## src/cdadd_pkg.sv

```systemverilog
// Shared types, constants and calendar helpers for the date adder.
// Used by the microcode ROM, the datapath and the top level.
// No dependencies.
package cdadd_pkg;

    // Field widths
    localparam int YEAR_W     = 14;
    localparam int MONTH_W    = 4;
    localparam int DAY_W      = 5;
    localparam int DELTA_W    = 15;
    localparam int IN_DATA_W  = 40;
    localparam int OUT_DATA_W = 24;

    // Working widths
    localparam int WORD_W = 16;   // signed year, signed day, accumulator
    localparam int RES_W  = 9;    // year modulo 400
    localparam int PC_W   = 4;
    localparam int K_W    = 4;

    // Calendar limits
    localparam int YEAR_MIN    = 1;
    localparam int YEAR_MAX    = 9999;
    localparam int DELTA_LIMIT = 9999;

    // Year modulo 400: bias by 32 times 400 years so the value is positive,
    // then peel off 400 << k for k = 5 down to 0.
    localparam int CYCLE_YEARS = 400;
    localparam int YMOD_TOP_K  = 5;
    localparam int YMOD_BIAS   = CYCLE_YEARS << YMOD_TOP_K;

    // Month count split: bias by 1024 years, then peel off 12 << k for
    // k = 10 down to 0.
    localparam int YEAR_MONTHS = 12;
    localparam int MON_TOP_K   = 10;
    localparam int MON_BIAS_Y  = 1 << MON_TOP_K;
    localparam int MON_BIAS    = YEAR_MONTHS << MON_TOP_K;

    // Microcode addresses that are jump targets
    localparam logic [PC_W-1:0] PC_YMOD_LOOP  = 4'd1;
    localparam logic [PC_W-1:0] PC_DFWD       = 4'd4;
    localparam logic [PC_W-1:0] PC_DBACK      = 4'd5;
    localparam logic [PC_W-1:0] PC_MINIT      = 4'd7;
    localparam logic [PC_W-1:0] PC_MSTEP      = 4'd8;
    localparam logic [PC_W-1:0] PC_YMOD_LOOP2 = 4'd10;
    localparam logic [PC_W-1:0] PC_DONE       = 4'd13;
    localparam logic [PC_W-1:0] PC_START      = 4'd0;

    typedef enum logic [3:0] {
        OP_NOP       = 4'd0,
        OP_YMOD_INIT = 4'd1,
        OP_YMOD_STEP = 4'd2,
        OP_RSET      = 4'd3,
        OP_DADD      = 4'd4,
        OP_DFWD      = 4'd5,
        OP_DBACK     = 4'd6,
        OP_MINIT     = 4'd7,
        OP_MSTEP     = 4'd8,
        OP_MSET      = 4'd9,
        OP_CLAMP     = 4'd10,
        OP_DONE      = 4'd11
    } t_op;

    typedef enum logic [2:0] {
        C_NEVER  = 3'd0,
        C_ALWAYS = 3'd1,
        C_KNZ    = 3'd2,
        C_FUNC   = 3'd3,
        C_DOVER  = 3'd4,
        C_DLOW   = 3'd5,
        C_OBUSY  = 3'd6
    } t_cond;

    typedef enum logic {
        FUNC_ADD_DAYS   = 1'b0,
        FUNC_ADD_MONTHS = 1'b1
    } t_func;

    typedef struct packed {
        t_op             op;
        t_cond           cond;
        logic [PC_W-1:0] target;
    } t_ctrl_word;

    typedef struct packed {
        logic k_nz;
        logic func;
        logic d_over;
        logic d_low;
    } t_dp_status;

    typedef struct packed {
        logic                      func;
        logic [YEAR_W-1:0]         year;
        logic [MONTH_W-1:0]        month;
        logic [DAY_W-1:0]          day;
        logic signed [DELTA_W-1:0] delta;
    } t_item;

    typedef struct packed {
        logic [YEAR_W-1:0]  year;
        logic [MONTH_W-1:0] month;
        logic [DAY_W-1:0]   day;
        logic               oor;
    } t_result;

    // Leap test on the year taken modulo 400
    function automatic logic is_leap(input logic [RES_W-1:0] yr_mod);
        return (yr_mod[1:0] == 2'd0) && (yr_mod != 9'd100) &&
               (yr_mod != 9'd200) && (yr_mod != 9'd300);
    endfunction

    function automatic logic [DAY_W-1:0] days_in(input logic [MONTH_W-1:0] month,
                                                 input logic leap);
        logic [DAY_W-1:0] len;
        case (month) inside
            4'd2:                  len = leap ? 5'd29 : 5'd28;
            4'd4, 4'd6, 4'd9, 4'd11: len = 5'd30;
            default:               len = 5'd31;
        endcase
        return len;
    endfunction

endpackage

```

## src/calendar_date_add_unit.sv

```systemverilog
// Gregorian date adder: add days or months to a date, microcoded.
// Add days walks the date month by month, F months forward and B back,
// F + B being at most about 330 for a 9999-day delta.
// A new item is taken only once the last result is in the output register.
// Reset (i_rst_n, synchronous, active low) clears sequencer and output valid.
// Depends on cdadd_pkg, cdadd_rom and cdadd_datapath.
module calendar_date_add_unit (
    input  logic                              i_clk,
    input  logic                              i_rst_n,
    input  logic                              s_axis_tvalid,
    output logic                              s_axis_tready,
    // tdata: start_year[13:0], start_month[17:14], start_day[22:18],
    //        delta[37:23], zero fill[39:38]
    input  logic [cdadd_pkg::IN_DATA_W-1:0]   s_axis_tdata,
    // tuser: func (0 add days, 1 add months)
    input  logic                              s_axis_tuser,
    output logic                              m_axis_tvalid,
    input  logic                              m_axis_tready,
    // tdata: result_year[13:0], result_month[17:14], result_day[22:18],
    //        zero fill[23]
    output logic [cdadd_pkg::OUT_DATA_W-1:0]  m_axis_tdata,
    // tuser: out_of_range
    output logic                              m_axis_tuser
);
    import cdadd_pkg::*;

    logic [PC_W-1:0]       r_pc, n_pc;
    logic                  r_busy, n_busy;
    logic                  r_out_valid, n_out_valid;
    logic [OUT_DATA_W-1:0] r_out_data, n_out_data;
    logic                  r_out_user, n_out_user;

    t_ctrl_word word;
    t_dp_status status;
    t_result    result;
    t_item      item;
    logic       in_xfer;
    logic       out_free;
    logic       take;
    logic       done_fire;

    assign in_xfer  = s_axis_tvalid && s_axis_tready;
    assign out_free = !r_out_valid || m_axis_tready;

    // Unpack the input transfer
    always_comb begin
        item.func  = s_axis_tuser;
        item.year  = s_axis_tdata[13:0];
        item.month = s_axis_tdata[17:14];
        item.day   = s_axis_tdata[22:18];
        item.delta = $signed(s_axis_tdata[37:23]);
    end

    cdadd_rom u_rom (
        .i_pc   (r_pc),
        .o_word (word)
    );

    cdadd_datapath u_datapath (
        .i_clk    (i_clk),
        .i_load   (in_xfer),
        .i_item   (item),
        .i_exec   (r_busy),
        .i_op     (word.op),
        .o_status (status),
        .o_result (result)
    );

    // Evaluate the jump condition of the current step
    always_comb begin
        case (word.cond)
            C_NEVER:  take = 1'b0;
            C_ALWAYS: take = 1'b1;
            C_KNZ:    take = status.k_nz;
            C_FUNC:   take = status.func;
            C_DOVER:  take = status.d_over;
            C_DLOW:   take = status.d_low;
            C_OBUSY:  take = !out_free;
            default:  take = 1'b0;
        endcase
        done_fire = r_busy && (word.op == OP_DONE) && out_free;
    end

    // Advance the step counter, load the output register
    always_comb begin
        n_pc        = r_pc;
        n_busy      = r_busy;
        n_out_valid = r_out_valid;
        n_out_data  = r_out_data;
        n_out_user  = r_out_user;
        if (in_xfer) begin
            n_pc   = PC_START;
            n_busy = 1'b1;
        end else if (done_fire) begin
            n_pc   = PC_START;
            n_busy = 1'b0;
        end else if (r_busy) begin
            n_pc = take ? word.target : r_pc + 4'd1;
        end
        if (done_fire) begin
            n_out_valid = 1'b1;
            n_out_data  = {1'b0, result.day, result.month, result.year};
            n_out_user  = result.oor;
        end else if (m_axis_tready) begin
            n_out_valid = 1'b0;
        end
    end

    always_ff @(posedge i_clk) begin
        if (!i_rst_n) begin
            r_pc        <= PC_START;
            r_busy      <= 1'b0;
            r_out_valid <= 1'b0;
        end else begin
            r_pc        <= n_pc;
            r_busy      <= n_busy;
            r_out_valid <= n_out_valid;
        end
    end

    always_ff @(posedge i_clk) begin
        r_out_data <= n_out_data;
        r_out_user <= n_out_user;
    end

    assign s_axis_tready = !r_busy;
    assign m_axis_tvalid = r_out_valid;
    assign m_axis_tdata  = r_out_data;
    assign m_axis_tuser  = r_out_user;

`ifndef ASSERT_OFF
    a_busy_after_xfer: assert property (@(posedge i_clk) disable iff (!i_rst_n)
        (s_axis_tvalid && s_axis_tready) |=> (r_busy && r_pc == PC_START))
        else $error("sequencer did not start on an input transfer");

    a_done_loads_out: assert property (@(posedge i_clk) disable iff (!i_rst_n)
        done_fire |=> (m_axis_tvalid && !r_busy))
        else $error("finished item did not reach the output register");

    a_year_in_range: assert property (@(posedge i_clk) disable iff (!i_rst_n)
        m_axis_tvalid |-> (m_axis_tdata[13:0] >= 14'd1 && m_axis_tdata[13:0] <= 14'd9999))
        else $error("result year outside its limits");

    a_month_in_range: assert property (@(posedge i_clk) disable iff (!i_rst_n)
        m_axis_tvalid |-> (m_axis_tdata[17:14] >= 4'd1 && m_axis_tdata[17:14] <= 4'd12))
        else $error("result month outside 1 to 12");
`endif

endmodule

```

## src/cdadd_rom.sv

```systemverilog
// Microcode ROM of the date adder: one control word per program step.
// Depends on cdadd_pkg for the control word layout and addresses.
module cdadd_rom (
    input  logic [cdadd_pkg::PC_W-1:0] i_pc,
    output cdadd_pkg::t_ctrl_word      o_word
);
    import cdadd_pkg::*;

    // Decode program address into operation, jump condition and target
    always_comb begin
        unique case (i_pc)
            4'd0:    o_word = '{OP_YMOD_INIT, C_NEVER,  PC_START};
            4'd1:    o_word = '{OP_YMOD_STEP, C_KNZ,    PC_YMOD_LOOP};
            4'd2:    o_word = '{OP_RSET,      C_FUNC,   PC_MINIT};
            4'd3:    o_word = '{OP_DADD,      C_NEVER,  PC_START};
            4'd4:    o_word = '{OP_DFWD,      C_DOVER,  PC_DFWD};
            4'd5:    o_word = '{OP_DBACK,     C_DLOW,   PC_DBACK};
            4'd6:    o_word = '{OP_NOP,       C_ALWAYS, PC_DONE};
            4'd7:    o_word = '{OP_MINIT,     C_NEVER,  PC_START};
            4'd8:    o_word = '{OP_MSTEP,     C_KNZ,    PC_MSTEP};
            4'd9:    o_word = '{OP_MSET,      C_NEVER,  PC_START};
            4'd10:   o_word = '{OP_YMOD_STEP, C_KNZ,    PC_YMOD_LOOP2};
            4'd11:   o_word = '{OP_RSET,      C_NEVER,  PC_START};
            4'd12:   o_word = '{OP_CLAMP,     C_NEVER,  PC_START};
            4'd13:   o_word = '{OP_DONE,      C_OBUSY,  PC_DONE};
            default: o_word = '{OP_NOP,       C_ALWAYS, PC_DONE};
        endcase
    end

endmodule

```

## src/cdadd_datapath.sv

```systemverilog
// Datapath of the date adder: year, month, day, year-mod-400, accumulator
// and step count registers driven by the microcode operation.
// Depends on cdadd_pkg.
module cdadd_datapath (
    input  logic                  i_clk,
    input  logic                  i_load,
    input  cdadd_pkg::t_item      i_item,
    input  logic                  i_exec,
    input  cdadd_pkg::t_op        i_op,
    output cdadd_pkg::t_dp_status o_status,
    output cdadd_pkg::t_result    o_result
);
    import cdadd_pkg::*;

    logic signed [WORD_W-1:0]  r_y, n_y;
    logic signed [WORD_W-1:0]  r_d, n_d;
    logic [MONTH_W-1:0]        r_m, n_m;
    logic [RES_W-1:0]          r_r, n_r;
    logic [WORD_W-1:0]         r_a, n_a;
    logic [K_W-1:0]            r_k, n_k;
    logic                      r_func, n_func;
    logic signed [DELTA_W-1:0] r_delta, n_delta;

    logic [DAY_W-1:0]         dim_cur, dim_prev;
    logic [MONTH_W-1:0]       m_prev;
    logic [RES_W-1:0]         res_prev, res_inc;
    logic signed [WORD_W-1:0] dim_cur_s, dim_prev_s;
    logic [WORD_W-1:0]        sub_val;
    logic                     a_ge;
    logic signed [WORD_W:0]   mon_sum;
    logic [WORD_W-1:0]        y_biased;

    // Month lengths of the current and the previous month
    always_comb begin
        m_prev = (r_m == 4'd1) ? 4'd12 : r_m - 4'd1;
        if (r_m == 4'd1) begin
            res_prev = (r_r == '0) ? RES_W'(CYCLE_YEARS - 1) : r_r - 9'd1;
        end else begin
            res_prev = r_r;
        end
        res_inc    = (r_r == RES_W'(CYCLE_YEARS - 1)) ? '0 : r_r + 9'd1;
        dim_cur    = days_in(r_m, is_leap(r_r));
        dim_prev   = days_in(m_prev, is_leap(res_prev));
        dim_cur_s  = $signed({11'd0, dim_cur});
        dim_prev_s = $signed({11'd0, dim_prev});
    end

    // Shift-subtract step: compare against 12 << k or 400 << k
    always_comb begin
        if (i_op == OP_MSTEP) begin
            sub_val = WORD_W'(YEAR_MONTHS) << r_k;
        end else begin
            sub_val = WORD_W'(CYCLE_YEARS) << r_k;
        end
        a_ge     = r_a >= sub_val;
        mon_sum  = $signed({13'd0, r_m}) + (WORD_W+1)'(r_delta) - 17'sd1
                   + (WORD_W+1)'(MON_BIAS);
        y_biased = WORD_W'(r_y + WORD_W'(YMOD_BIAS));
    end

    // Next state of the working registers
    always_comb begin
        n_y     = r_y;
        n_d     = r_d;
        n_m     = r_m;
        n_r     = r_r;
        n_a     = r_a;
        n_k     = r_k;
        n_func  = r_func;
        n_delta = r_delta;
        if (i_load) begin
            // Saturate the fields of the incoming transfer
            n_func = i_item.func;
            if (i_item.year == '0) begin
                n_y = WORD_W'(YEAR_MIN);
            end else if (i_item.year > YEAR_W'(YEAR_MAX)) begin
                n_y = WORD_W'(YEAR_MAX);
            end else begin
                n_y = $signed({2'd0, i_item.year});
            end
            if (i_item.month == '0) begin
                n_m = 4'd1;
            end else if (i_item.month > 4'd12) begin
                n_m = 4'd12;
            end else begin
                n_m = i_item.month;
            end
            n_d = (i_item.day == '0) ? 16'sd1 : $signed({11'd0, i_item.day});
            if (i_item.delta > DELTA_W'(DELTA_LIMIT)) begin
                n_delta = DELTA_W'(DELTA_LIMIT);
            end else if (i_item.delta < -DELTA_W'(DELTA_LIMIT)) begin
                n_delta = -DELTA_W'(DELTA_LIMIT);
            end else begin
                n_delta = i_item.delta;
            end
        end else if (i_exec) begin
            case (i_op)
                OP_YMOD_INIT: begin
                    n_a = y_biased;
                    n_k = K_W'(YMOD_TOP_K);
                end
                OP_YMOD_STEP: begin
                    if (a_ge) begin
                        n_a = r_a - sub_val;
                    end
                    n_k = r_k - 4'd1;
                end
                OP_RSET: begin
                    n_r = r_a[RES_W-1:0];
                end
                OP_DADD: begin
                    n_d = r_d + WORD_W'(r_delta);
                end
                OP_DFWD: begin
                    // Step forward one month, carry into the year
                    if (r_d > dim_cur_s) begin
                        n_d = r_d - dim_cur_s;
                        if (r_m == 4'd12) begin
                            n_m = 4'd1;
                            n_y = r_y + 16'sd1;
                            n_r = res_inc;
                        end else begin
                            n_m = r_m + 4'd1;
                        end
                    end
                end
                OP_DBACK: begin
                    // Step back one month, borrow from the year
                    if (r_d <= 16'sd0) begin
                        n_m = m_prev;
                        n_r = res_prev;
                        n_d = r_d + dim_prev_s;
                        if (r_m == 4'd1) begin
                            n_y = r_y - 16'sd1;
                        end
                    end
                end
                OP_MINIT: begin
                    n_a = mon_sum[WORD_W-1:0];
                    n_y = r_y - WORD_W'(MON_BIAS_Y);
                    n_k = K_W'(MON_TOP_K);
                end
                OP_MSTEP: begin
                    if (a_ge) begin
                        n_a = r_a - sub_val;
                        n_y = r_y + $signed(WORD_W'(1) << r_k);
                    end
                    n_k = r_k - 4'd1;
                end
                OP_MSET: begin
                    n_m = r_a[MONTH_W-1:0] + 4'd1;
                    n_a = y_biased;
                    n_k = K_W'(YMOD_TOP_K);
                end
                OP_CLAMP: begin
                    if (r_d > dim_cur_s) begin
                        n_d = dim_cur_s;
                    end
                end
                default: begin
                end
            endcase
        end
    end

    // Hold working registers
    always_ff @(posedge i_clk) begin
        r_y     <= n_y;
        r_d     <= n_d;
        r_m     <= n_m;
        r_r     <= n_r;
        r_a     <= n_a;
        r_k     <= n_k;
        r_func  <= n_func;
        r_delta <= n_delta;
    end

    // Status toward the sequencer
    always_comb begin
        o_status.k_nz   = r_k != '0;
        o_status.func   = r_func == FUNC_ADD_MONTHS;
        o_status.d_over = r_d > dim_cur_s;
        o_status.d_low  = r_d <= 16'sd0;
    end

    // Final date with the year held to its limits
    always_comb begin
        o_result.month = r_m;
        o_result.day   = r_d[DAY_W-1:0];
        if (r_y < WORD_W'(YEAR_MIN)) begin
            o_result.year = YEAR_W'(YEAR_MIN);
            o_result.oor  = 1'b1;
        end else if (r_y > WORD_W'(YEAR_MAX)) begin
            o_result.year = YEAR_W'(YEAR_MAX);
            o_result.oor  = 1'b1;
        end else begin
            o_result.year = r_y[YEAR_W-1:0];
            o_result.oor  = 1'b0;
        end
    end

endmodule
```

## config.mk

```make
export PLATFORM = sky130hd
export DESIGN_NAME = calendar_date_add_unit
export DESIGN_NICKNAME = d
export VERILOG_FILES = /design/src/cdadd_pkg.sv /design/src/calendar_date_add_unit.sv /design/src/cdadd_rom.sv /design/src/cdadd_datapath.sv
export SDC_FILE = /design/constraint.sdc
export NUM_CORES = 1
export LEC_CHECK = 0
export BUFFER_PORTS_ARGS = -buffer_cell sky130_fd_sc_hd__buf_4
export CAP_MARGIN = 10
export CORE_UTILIZATION = 45
export DETAILED_ROUTE_END_ITERATION = 8
export PLACE_DENSITY = 0.73
export SLEW_MARGIN = 10
export SYNTH_ARGS = -nofsm -noshare
export SYNTH_HDL_FRONTEND = slang
export SYNTH_HIERARCHICAL = 1
export SYNTH_SLANG_ARGS = --single-unit
```

## constraint.sdc

```tcl
create_clock -name i_clk -period 6.9 [get_ports i_clk]
set_input_delay 0.69 -clock i_clk [delete_from_list [all_inputs] [get_ports i_clk]]
set_output_delay 0.69 -clock i_clk [all_outputs]
set_load 0.005 [all_outputs]
```

After elaboration in Yosys (flattened, before gate mapping)
Memories as Yosys holds them, arrays and structs flattened. A register that Yosys moved wholly into a read port is not among the register bits.
Cells that the tools add are included.

cells by class
  equal/unequal tests = 46
  $add $sub $neg = 19
  bitwise operators = 2
  $lt $le $gt $ge = 9
  muxes and demuxes = 54
  shifts and indexed selects = 3
  reduce and logical (&&, ||, !) cells = 41

operator list
  operator                                                                number
  16-bit two-way mux                                                      15
  16-bit one-hot mux with 4 select lines                                  2
  9-bit two-way mux                                                       6
  16-bit one-hot mux with 3 select lines                                  1
  4-bit two-way mux                                                       11
  4-bit equality test, second input constant                              9
  16-bit by 15-bit adder with 16-bit output, second input constant        2
  4-bit by 3-bit equality test with 1-bit output, second input constant   8
  16-bit by 2-bit subtractor with 16-bit output, second input constant    2
  14-bit two-way mux                                                      2
  9-bit one-hot mux with 3 select lines                                   1
  4-bit one-hot mux with 3 select lines                                   2
  9-bit by 7-bit != test with 1-bit output, second input constant         2
  9-bit by 8-bit != test with 1-bit output, second input constant         2
  9-bit != test, second input constant                                    2
  16-bit by 15-bit adder with 16-bit output                               1
  16-bit adder                                                            1
  16-bit by 2-bit adder with 16-bit output, second input constant         1
  16-bit by 6-bit adder with 16-bit output                                1
  5-bit by 15-bit adder with 16-bit output                                1
  4-bit by 2-bit equality test with 1-bit output, second input constant   4
  16-bit greater-or-equal comparator                                      1
  16-bit by 15-bit > comparator with 1-bit output, second input constant  1
  16-bit by 6-bit > comparator with 1-bit output                          1
  50 further kinds                                                        95

word-level totals
  input bits = 45
  memories kept = 1
  output and inout port bits = 27
  flip-flop bits (word level) = 111
  bits in read-only memories = 176

memories
  memory            words  width  read ports  clocked after Yosys merged registers in  write ports  line             text
  (name not given)  16     11     1           1                                        0            cdadd_rom.sv:11  unique case (i_pc)

Longest topological paths before layout
Gate-level depths: netlist of run 1.

  depth in word-level cells = 14
  depth in mapped cells = 24
  depth with buffers taken out = 21

Hierarchy
The synthesis of run 1 kept the hierarchy.

by module, submodules not included
  module                  seq. area each (um^2)  cells each  instances  area each (um^2)
  cdadd_datapath          2432.3                 1133        1          9131.3
  calendar_date_add_unit  840.8                  70          1          1132.3
  cdadd_rom               0.0                    41          1          262.8

Worst setup path before layout of run 1
No wires, ideal clock.

  path type = reg-to-reg
  start = reg r_pc[0] (netlist name)
  end = reg u_datapath.r_a[0] (enable)
  setup slack = 1.585 ns
  path buffers = 2
  data arrival time = 4.922 ns
  cell stages (with the launch flop) = 21
  cell sequence = dfxtp_1 inv_1 ha_1 or3_1 a22o_1 or3_1 clkbuf_1 inv_2 clkbuf_1 ha_1 nor2_1 a21oi_1 a22oi_1 or2_1 ha_1 nand4_1 or2_1 o2111a_1 o21ai_1 a21oi_1 a21boi_1

RTL lines
  element                 line                   text
  end signal: assignment  cdadd_datapath.sv:172  r_a <= n_a;
  end: declaration        cdadd_datapath.sv:19   logic [WORD_W-1:0] r_a, n_a;

==> reports/results.txt, run 1 <==
Outcome: finished, final reports clean
Area taken by flip-flops and latches: 3270 um^2
CP arrival: 5.92 ns
Max_cap viols: 0
CP bufs+invs: 2
Largest net degree at the start of global routing: 44
# clock sinks: 111
Max incr delay on CP: 0.62 ns
Sw Ratio: 0.350
Crit path kind: reg -> reg
Post-synthesis sequential area ratio: 0.311
Clock buffer depth: 2
PostCTS Resize Cnt: 0
Final hold viol count: 0
Routed vias: 9422
Flop pwr share: 0.411
Max FO, Critical Path: 17
Pre-Repair DR Iteration Count: 6
DPL Wire Length: 21.2 mm
ANT cells: 0
Initial DRC count: 879
Die Y: 155 um
Sw power: 0.758 mW
Post-CTS Hold Fix Bufs: 0
Total Power: 2.17 mW
# nets final: 1420
Mean Syn Cell Area: 8.46 um^2
Worst VDD drop: 0.133 mV
CTS tree: yes
Tmin final: 5.92 ns
Pint: 1.41 mW
Number of flops mapped to enable cells by yosys: 105
Starting Density: 0.462
Routability Congestion: 0.974
DRC viols: 0
Layout cells sized above 1: 0.0908
Rel. slew slack: 0.200
GRT Util Overall: 0.231
Layout fillers: 2174
RSZ-0062 raised after global routing: no
Avg WL per Cell: 17.4 um
Multi-input logic area: 6690 um^2
Yosys cell types: 83
Die Area: 24000 um^2
GRT overflow: 0
Setup Skew: 0.0102 ns
Synth warn: 6
Yosys reg bits: 111
Global-route wire length before repair: 44.4 mm
Critical-path cell list: inv_1, ha_1, or3_1, a22o_1, or3_1, inv_2, ha_1, nor2_1, a21oi_1, a22oi_1, or2_1, ha_1, nand4_1, or2_1, o2111a_1, o21ai_1, a21oi_1, o22ai_1, a31o_1
Layout area overhead: 9.59%
Io pins: 72
Cell Area, Synth: 10500 um^2
Core area: 22800 um^2
R2r worst-path depth: 19
F_max: 169 MHz
CP Depth: 19
Worst Hold Class: in -> reg
Worst-skew pair later-pin latency: 0.36 ns
CP delay by family, top: compound AO/OA/AOI/OAI gates
Number of global-route vias before repair: 8864
Clk network pwr share: 0.251
# rows: 55
Syn Inst Count: 1244
Depth of the CTS H-tree: 3
I/O Buffers: 68
Crit share post-route: 0.858
Setup crit end kind: register
Crit path launch type: register
Worst slew pin tran: 1.20 ns
Routed vias/inst: 5.93
Postcts setup bufs: 0
Setup Viol. Count Final: 0
Syn Nets: 1392
Final Max Tran Viols: 0
CP dominant cell by count: ha_1
Hold path depth: 1
Leakage: 4.59 nW
Setup TNS: 0 ns
Worst path slowest cell: or3_1
Dominant synthesized flop cell: edfxtp_1
Comb power frac: 0.338
Final antenna-violating net count: 0
CP Data Required Time: 6.90 ns
Power Density: 188 nW/um^2
Initial antenna violation count: 0
Clock buffer count from CTS: 9
Final wirelength: 27.6 mm
DIE WIDTH: 155 um
Post-synth ARST share: 0
Clock root cell: clkbuf_16
Clk slew on worst S/H paths: 0.08 ns
metrics by stage:
step                instance area (um^2)  std cells  utilization  hold WS (ns)  setup slack [ns]
global route                       11500       1590        0.506         0.498             0.738
finish                             11500       1590        0.506         0.508             0.980
global placement                   11200       1574        0.493         0.494              1.26
detailed placement                 11200       1574        0.493         0.500              1.13
floorplan                          10500       1244            -         0.428              1.58
CTS                                11500       1590        0.506         0.504              1.11
kinds of logic (layout without fill, tap and decap cells):
group / Yosys count / in the layout / share of synthesized area
other: 1 / 1 / 0.000356
adder cells (fa/ha/maj): 103 / 103 / 0.125
flip-flops: 111 / 111 / 0.311
multiplexers: 8 / 8 / 0.00761
XOR/XNOR: 80 / 80 / 0.0666
AND/OR/NAND/NOR: 427 / 427 / 0.205
AO/OA/AOI/OAI: 371 / 371 / 0.230
buffers and inverters: 143 / 176 / 0.0547
worst register-to-register path, stage by stage, from the launching register on:
cell and delay [ns]:
dfxtp_1 0.52, inv_1 0.12, ha_1 0.25, or3_1 0.34, a22o_1 0.43, or3_1 0.62
inv_2 0.27, ha_1 0.27, nor2_1 0.06, a21oi_1 0.24, a22oi_1 0.10, or2_1 0.24
ha_1 0.34, nand4_1 0.11, or2_1 0.22, o2111a_1 0.22, o21ai_1 0.26, a21oi_1 0.13
o22ai_1 0.23, a31o_1 0.58
cell usage after synthesis, types with 8 or more instances:
cell / count / area (um^2)
buf_4: 9 / 67.6
clkbuf_1: 43 / 161
nand2_1: 92 / 345
nand3_1: 32 / 160
or3_1: 19 / 119
o221ai_1: 12 / 105
xor2_1: 43 / 377
o21bai_1: 8 / 60.1
nor2_1: 121 / 454
inv_1: 78 / 293
and2_1: 16 / 100
a21o_1: 18 / 135
o31ai_1: 9 / 67.6
nor3_1: 25 / 125
o22ai_1: 11 / 68.8
edfxtp_1: 105 / 3150
mux2i_1: 8 / 80.1
nor4_1: 9 / 56.3
xnor2_1: 37 / 324
nor2b_1: 25 / 156
a21oi_1: 80 / 400
a31oi_1: 16 / 100
ha_1: 99 / 1240
a211oi_1: 13 / 97.6
a22oi_1: 18 / 135
o21ai_1: 49 / 245
o211ai_1: 11 / 82.6
and3_1: 16 / 100
nand2b_1: 25 / 156
o21ai_0: 52 / 260
nand4_1: 10 / 62.6
o21a_1: 18 / 135
per-layer routing:
metal | wire [um] | vias to the layer above | track usage
met3 | 1960 | 39 | 0.0354
met4 | 635 | 0 | 0.0688
li1 | - | 4601 | -
met1 | 12500 | 4461 | 0.316
met5 | 0 | - | 0
met2 | 12600 | 321 | 0.377
flip-flops by register name (all words and copies together) (netlist names):
| name | flops |
|---|---|
| u_datapath/r_d | 16 |
| m_axis_tvalid | 1 |
| u_datapath/r_a | 16 |
| u_datapath/r_y | 16 |
| r_busy | 1 |
| u_datapath/r_m | 4 |
| u_datapath/r_k | 4 |
| m_axis_tdata | 23 |
| u_datapath/r_delta | 15 |
| u_datapath/r_r | 9 |
| u_datapath/r_func | 1 |
| r_pc | 4 |
| m_axis_tuser | 1 |
cells in the final DEF (no fill, tap or decap), types with 5 or more instances in the layout:
master,Yosys,layout
nor2b_1,25,24
ha_1,99,99
o22ai_1,11,11
o21ai_1,49,50
a22oi_1,18,18
inv_2,7,7
o221ai_1,12,12
a221o_1,6,6
o21a_1,18,18
nand2_1,92,92
o21ai_0,52,51
and2_1,16,16
a211oi_1,13,13
edfxtp_1,105,105
buf_4,9,75
a32oi_1,5,5
nor4_1,9,9
a21o_1,18,18
nor3_1,25,24
a31oi_1,16,16
o211ai_1,11,11
o31ai_1,9,9
nor3b_1,6,6
nor2_1,121,120
dfxtp_1,6,6
nand4_1,10,10
nand2b_1,25,25
mux2i_1,8,8
and3_1,16,16
or2_1,6,6
xnor2_1,37,37
inv_1,78,78
or3_1,19,19
o21bai_1,8,8
xor2_1,43,43
a21oi_1,80,80
clkbuf_16,0,9
nand3_1,32,32
path summary, 6_finish.rpt:
kind	startpoint	end	slack [ns]
min reg2reg	u_datapath/r_d[0]	m_axis_tdata[18]	0.52
max reg2reg	r_pc[0]	u_datapath/r_y[1]	0.98
max	r_pc[0]	u_datapath/r_y[1]	0.98
min	s_axis_tuser	u_datapath/r_func	0.51
power by group through the flow:
stage / clock, mW / sequential (mW) / combinational, mW
after CTS: 0.551 / 0.887 / 0.722
after global routing: 0.573 / 0.896 / 0.813
after floorplan: 0 / 0.863 / 0.571
after detailed placement: 0 / 0.902 / 0.715
after global placement: 0 / 0.901 / 0.699
final: 0.543 / 0.890 / 0.733
cell type report:
cell class                 count  share of cell area
tap                          313              0.0339
timing repair buffer          75              0.0488
multi-input combinational    990               0.580
inverter                      85              0.0277
clock inverter                 6             0.00586
sequential                   111               0.284
clock buffer                  10              0.0198
Note: power is estimated with default switching activity, not from simulation.
==> run 2: changes to the inputs <==
CORE_UTILIZATION = 62   (was 45)
PLACE_DENSITY = 0.92   (was 0.73)
SLEW_MARGIN = 40   (was 10)
==> reports/results.txt, run 2 (synthesis gave the netlist of run 1 again) <==
Outcome: finished, final reports clean (unchanged)
PostCTS Resize Cnt: 0 (unchanged)
Finished Cell Area: 11400 um^2 (was 11500 um^2)
Clk slew on worst S/H paths: 0.07 ns (was 0.08 ns)
Sw power: 0.764 mW (was 0.758 mW)
Postcts setup bufs: 0 (unchanged)
Tmin final: 5.85 ns (was 5.92 ns)
Final antenna-violating net count: 0 (unchanged)
Worst Hold Class: in -> reg (unchanged)
# rows: 47 (was 55)
Setup Viol. Count Final: 0 (unchanged)
Number of global-route vias before repair: 9109 (was 8864)
Post-CTS Hold Fix Bufs: 0 (unchanged)
Setup crit end kind: register (unchanged)
Clock buffer count from CTS: 9 (unchanged)
Clock root cell: clkbuf_16 (unchanged)
Routability Congestion: 0.933 (was 0.974)
Crit path launch type: register (unchanged)
F_max: 171 MHz (was 169 MHz)
Worst-skew pair later-pin latency: 0.37 ns (was 0.36 ns)
FF-to-FF Start: r_pc[0] (unchanged)
Rel. slew slack: 0.458 (was 0.200)
Most frequent cells in the layout: 118 x nor2_1, 105 x edfxtp_1, 99 x ha_1 (was 120 x nor2_1, 105 x edfxtp_1, 99 x ha_1)
Global-route wire length before repair: 44.3 mm (was 44.4 mm)
Clock buffer depth: 2 (unchanged)
Leakage: 4.60 nW (was 4.59 nW)
Starting Density: 0.635 (was 0.462)
Commonest non-fill, non-tap cell in the layout: nor2_1 (unchanged)
Setup TNS: 0 ns (unchanged)
Final Non-Filler Cells: 1497 (was 1590)
Largest net degree at the start of global routing: 43 (was 44)
Sw Ratio: 0.351 (was 0.350)
Max_cap viols: 0 (unchanged)
Final wirelength: 27.8 mm (was 27.6 mm)
Clk network pwr share: 0.249 (was 0.251)
Placed cell area: 11100 um^2 (was 11200 um^2)
CP arrival: 5.85 ns (was 5.92 ns)
Depth of the CTS H-tree: 3 (unchanged)
Comb power frac: 0.344 (was 0.338)
Max FO, Critical Path: 17 (unchanged)
Max reg flops: 23 (unchanged)
Worst VDD drop: 0.143 mV (was 0.133 mV)
Avg WL per Cell: 18.6 um (was 17.4 um)
Power Density: 190 nW/um^2 (was 188 nW/um^2)
Final core occ: 0.689 (was 0.506)
# nets final: 1420 (unchanged)
Initial DRC count: 1370 (was 879)
Flop pwr share: 0.408 (was 0.411)
CP Data Required Time: 6.90 ns (about the same)
Core area: 16600 um^2 (was 22800 um^2)
Hold Startpoint: s_axis_tuser (unchanged)
Hold path depth: 1 (unchanged)
CTS tree: yes (unchanged)
# clock sinks: 111 (unchanged)
Placed cells: 1481 (was 1574)
Critical R2R Capture: u_datapath/r_y[1] (unchanged)
Layout cells sized above 1: 0.0940 (was 0.0908)
Die Y: 132 um (was 155 um)
Setup Skew: 0.0110 ns (was 0.0102 ns)
R2R Setup Slk: 1.05 ns (was 0.98 ns)
Worst Hold End: u_datapath/r_func (unchanged)
I/O Buffers: 68 (unchanged)
Final hold viol count: 0 (unchanged)
ANT cells: 0 (unchanged)
DRC viols: 0 (unchanged)
Worst slew pin tran: 0.806 ns (was 1.20 ns)
Io pins: 72 (unchanged)
Worst setup margin: 1.05 ns (was 0.980 ns)
RSZ-0062 raised after global routing: no (unchanged)
Pint: 1.41 mW (about the same)
Layout area overhead: 8.59% (was 9.59%)
Final Max Tran Viols: 0 (unchanged)
Routed vias/inst: 6.65 (was 5.93)
GRT Util Overall: 0.315 (was 0.231)
Initial antenna violation count: 0 (unchanged)
Crit share post-route: 0.848 (was 0.858)
GRT overflow: 0 (unchanged)
Die Area: 17500 um^2 (was 24000 um^2)
Pre-CTS setup slack: 1.16 ns (was 1.13 ns)
R2r worst-path depth: 19 (unchanged)
Routed vias: 9960 (was 9422)
Layout fillers: 1281 (was 2174)
DIE WIDTH: 132 um (was 155 um)
DPL Wire Length: 20.8 mm (was 21.2 mm)
Crit path kind: reg -> reg (unchanged)
Pre-Repair DR Iteration Count: 6 (unchanged)
Most flop-heavy register: m_axis_tdata (unchanged)
-- run 2: changes by cell type in the layout (fill, tap and decap cells not counted), sizes merged --
cell / delta
clkinvlp: -1
clkbuf: -1
inv: -1
clkinv: +3
-- run 2: routing by layer --
metal,share of wire,vias to the layer above,GRT usage
met5,0,-,0
met1,0.41,4642,0.423
met3,0.096,98,0.0523
li1,-,4621,-
met2,0.45,599,0.495
met4,0.041,0,0.152
-- run 2: layout make-up --
class,instances,area [um^2],area share
clock buffer,9,225,0.0197
clock inverter,7,80.1,0.00701
multi-input combinational,990,6700,0.586
tap,220,275,0.0241
inverter,85,319,0.0279
timing repair buffer,75,563,0.0493
sequential,111,3270,0.286
-- run 2: worst max-delay path by stage --
stage          cells after the start  slack (ns)                 to  startpoint
5_1_grt                           19        0.80  u_datapath/r_y[1]     r_pc[0]
4_1_cts                           19        1.14  u_datapath/r_y[1]     r_pc[0]
2_1_floorplan                     20        1.58  u_datapath/r_a[0]     r_pc[0]
6_report                          19        1.05  u_datapath/r_y[1]     r_pc[0]
3_3_place_gp                      19        1.33  u_datapath/r_y[7]     r_pc[0]
3_5_place_dp                      19        1.16  u_datapath/r_y[2]     r_pc[0]
-- run 2: worst max-delay path, cell delays in order, from the launching register on --
cell	delay, ns
dfxtp_1	0.51
inv_1	0.12
ha_1	0.24
or3_1	0.35
a22o_1	0.41
or3_1	0.61
inv_2	0.29
ha_1	0.28
nor2_1	0.06
a21oi_1	0.21
a22oi_1	0.10
or2_1	0.23
ha_1	0.35
nand4_1	0.12
or2_1	0.23
o2111a_1	0.22
o21ai_1	0.25
a21oi_1	0.12
o22ai_1	0.22
a31o_1	0.55
-- run 2: through the flow --
stage          hold WS [ns]  power (mW)
2_1_floorplan         0.428        1.43
3_3_place_gp          0.505        1.58
3_5_place_dp          0.509        1.61
4_1_cts               0.498        2.16
5_1_grt               0.499        2.28
6_report              0.504        2.17
-- run 2: power groups by stage --
stage          registers (mW)  clock network [mW]  logic [mW]
2_1_floorplan           0.863                   0       0.571
3_3_place_gp            0.897                   0       0.687
3_5_place_dp            0.899                   0       0.715
4_1_cts                 0.883               0.548       0.725
5_1_grt                 0.893               0.569       0.817
6_report                0.887               0.541       0.747
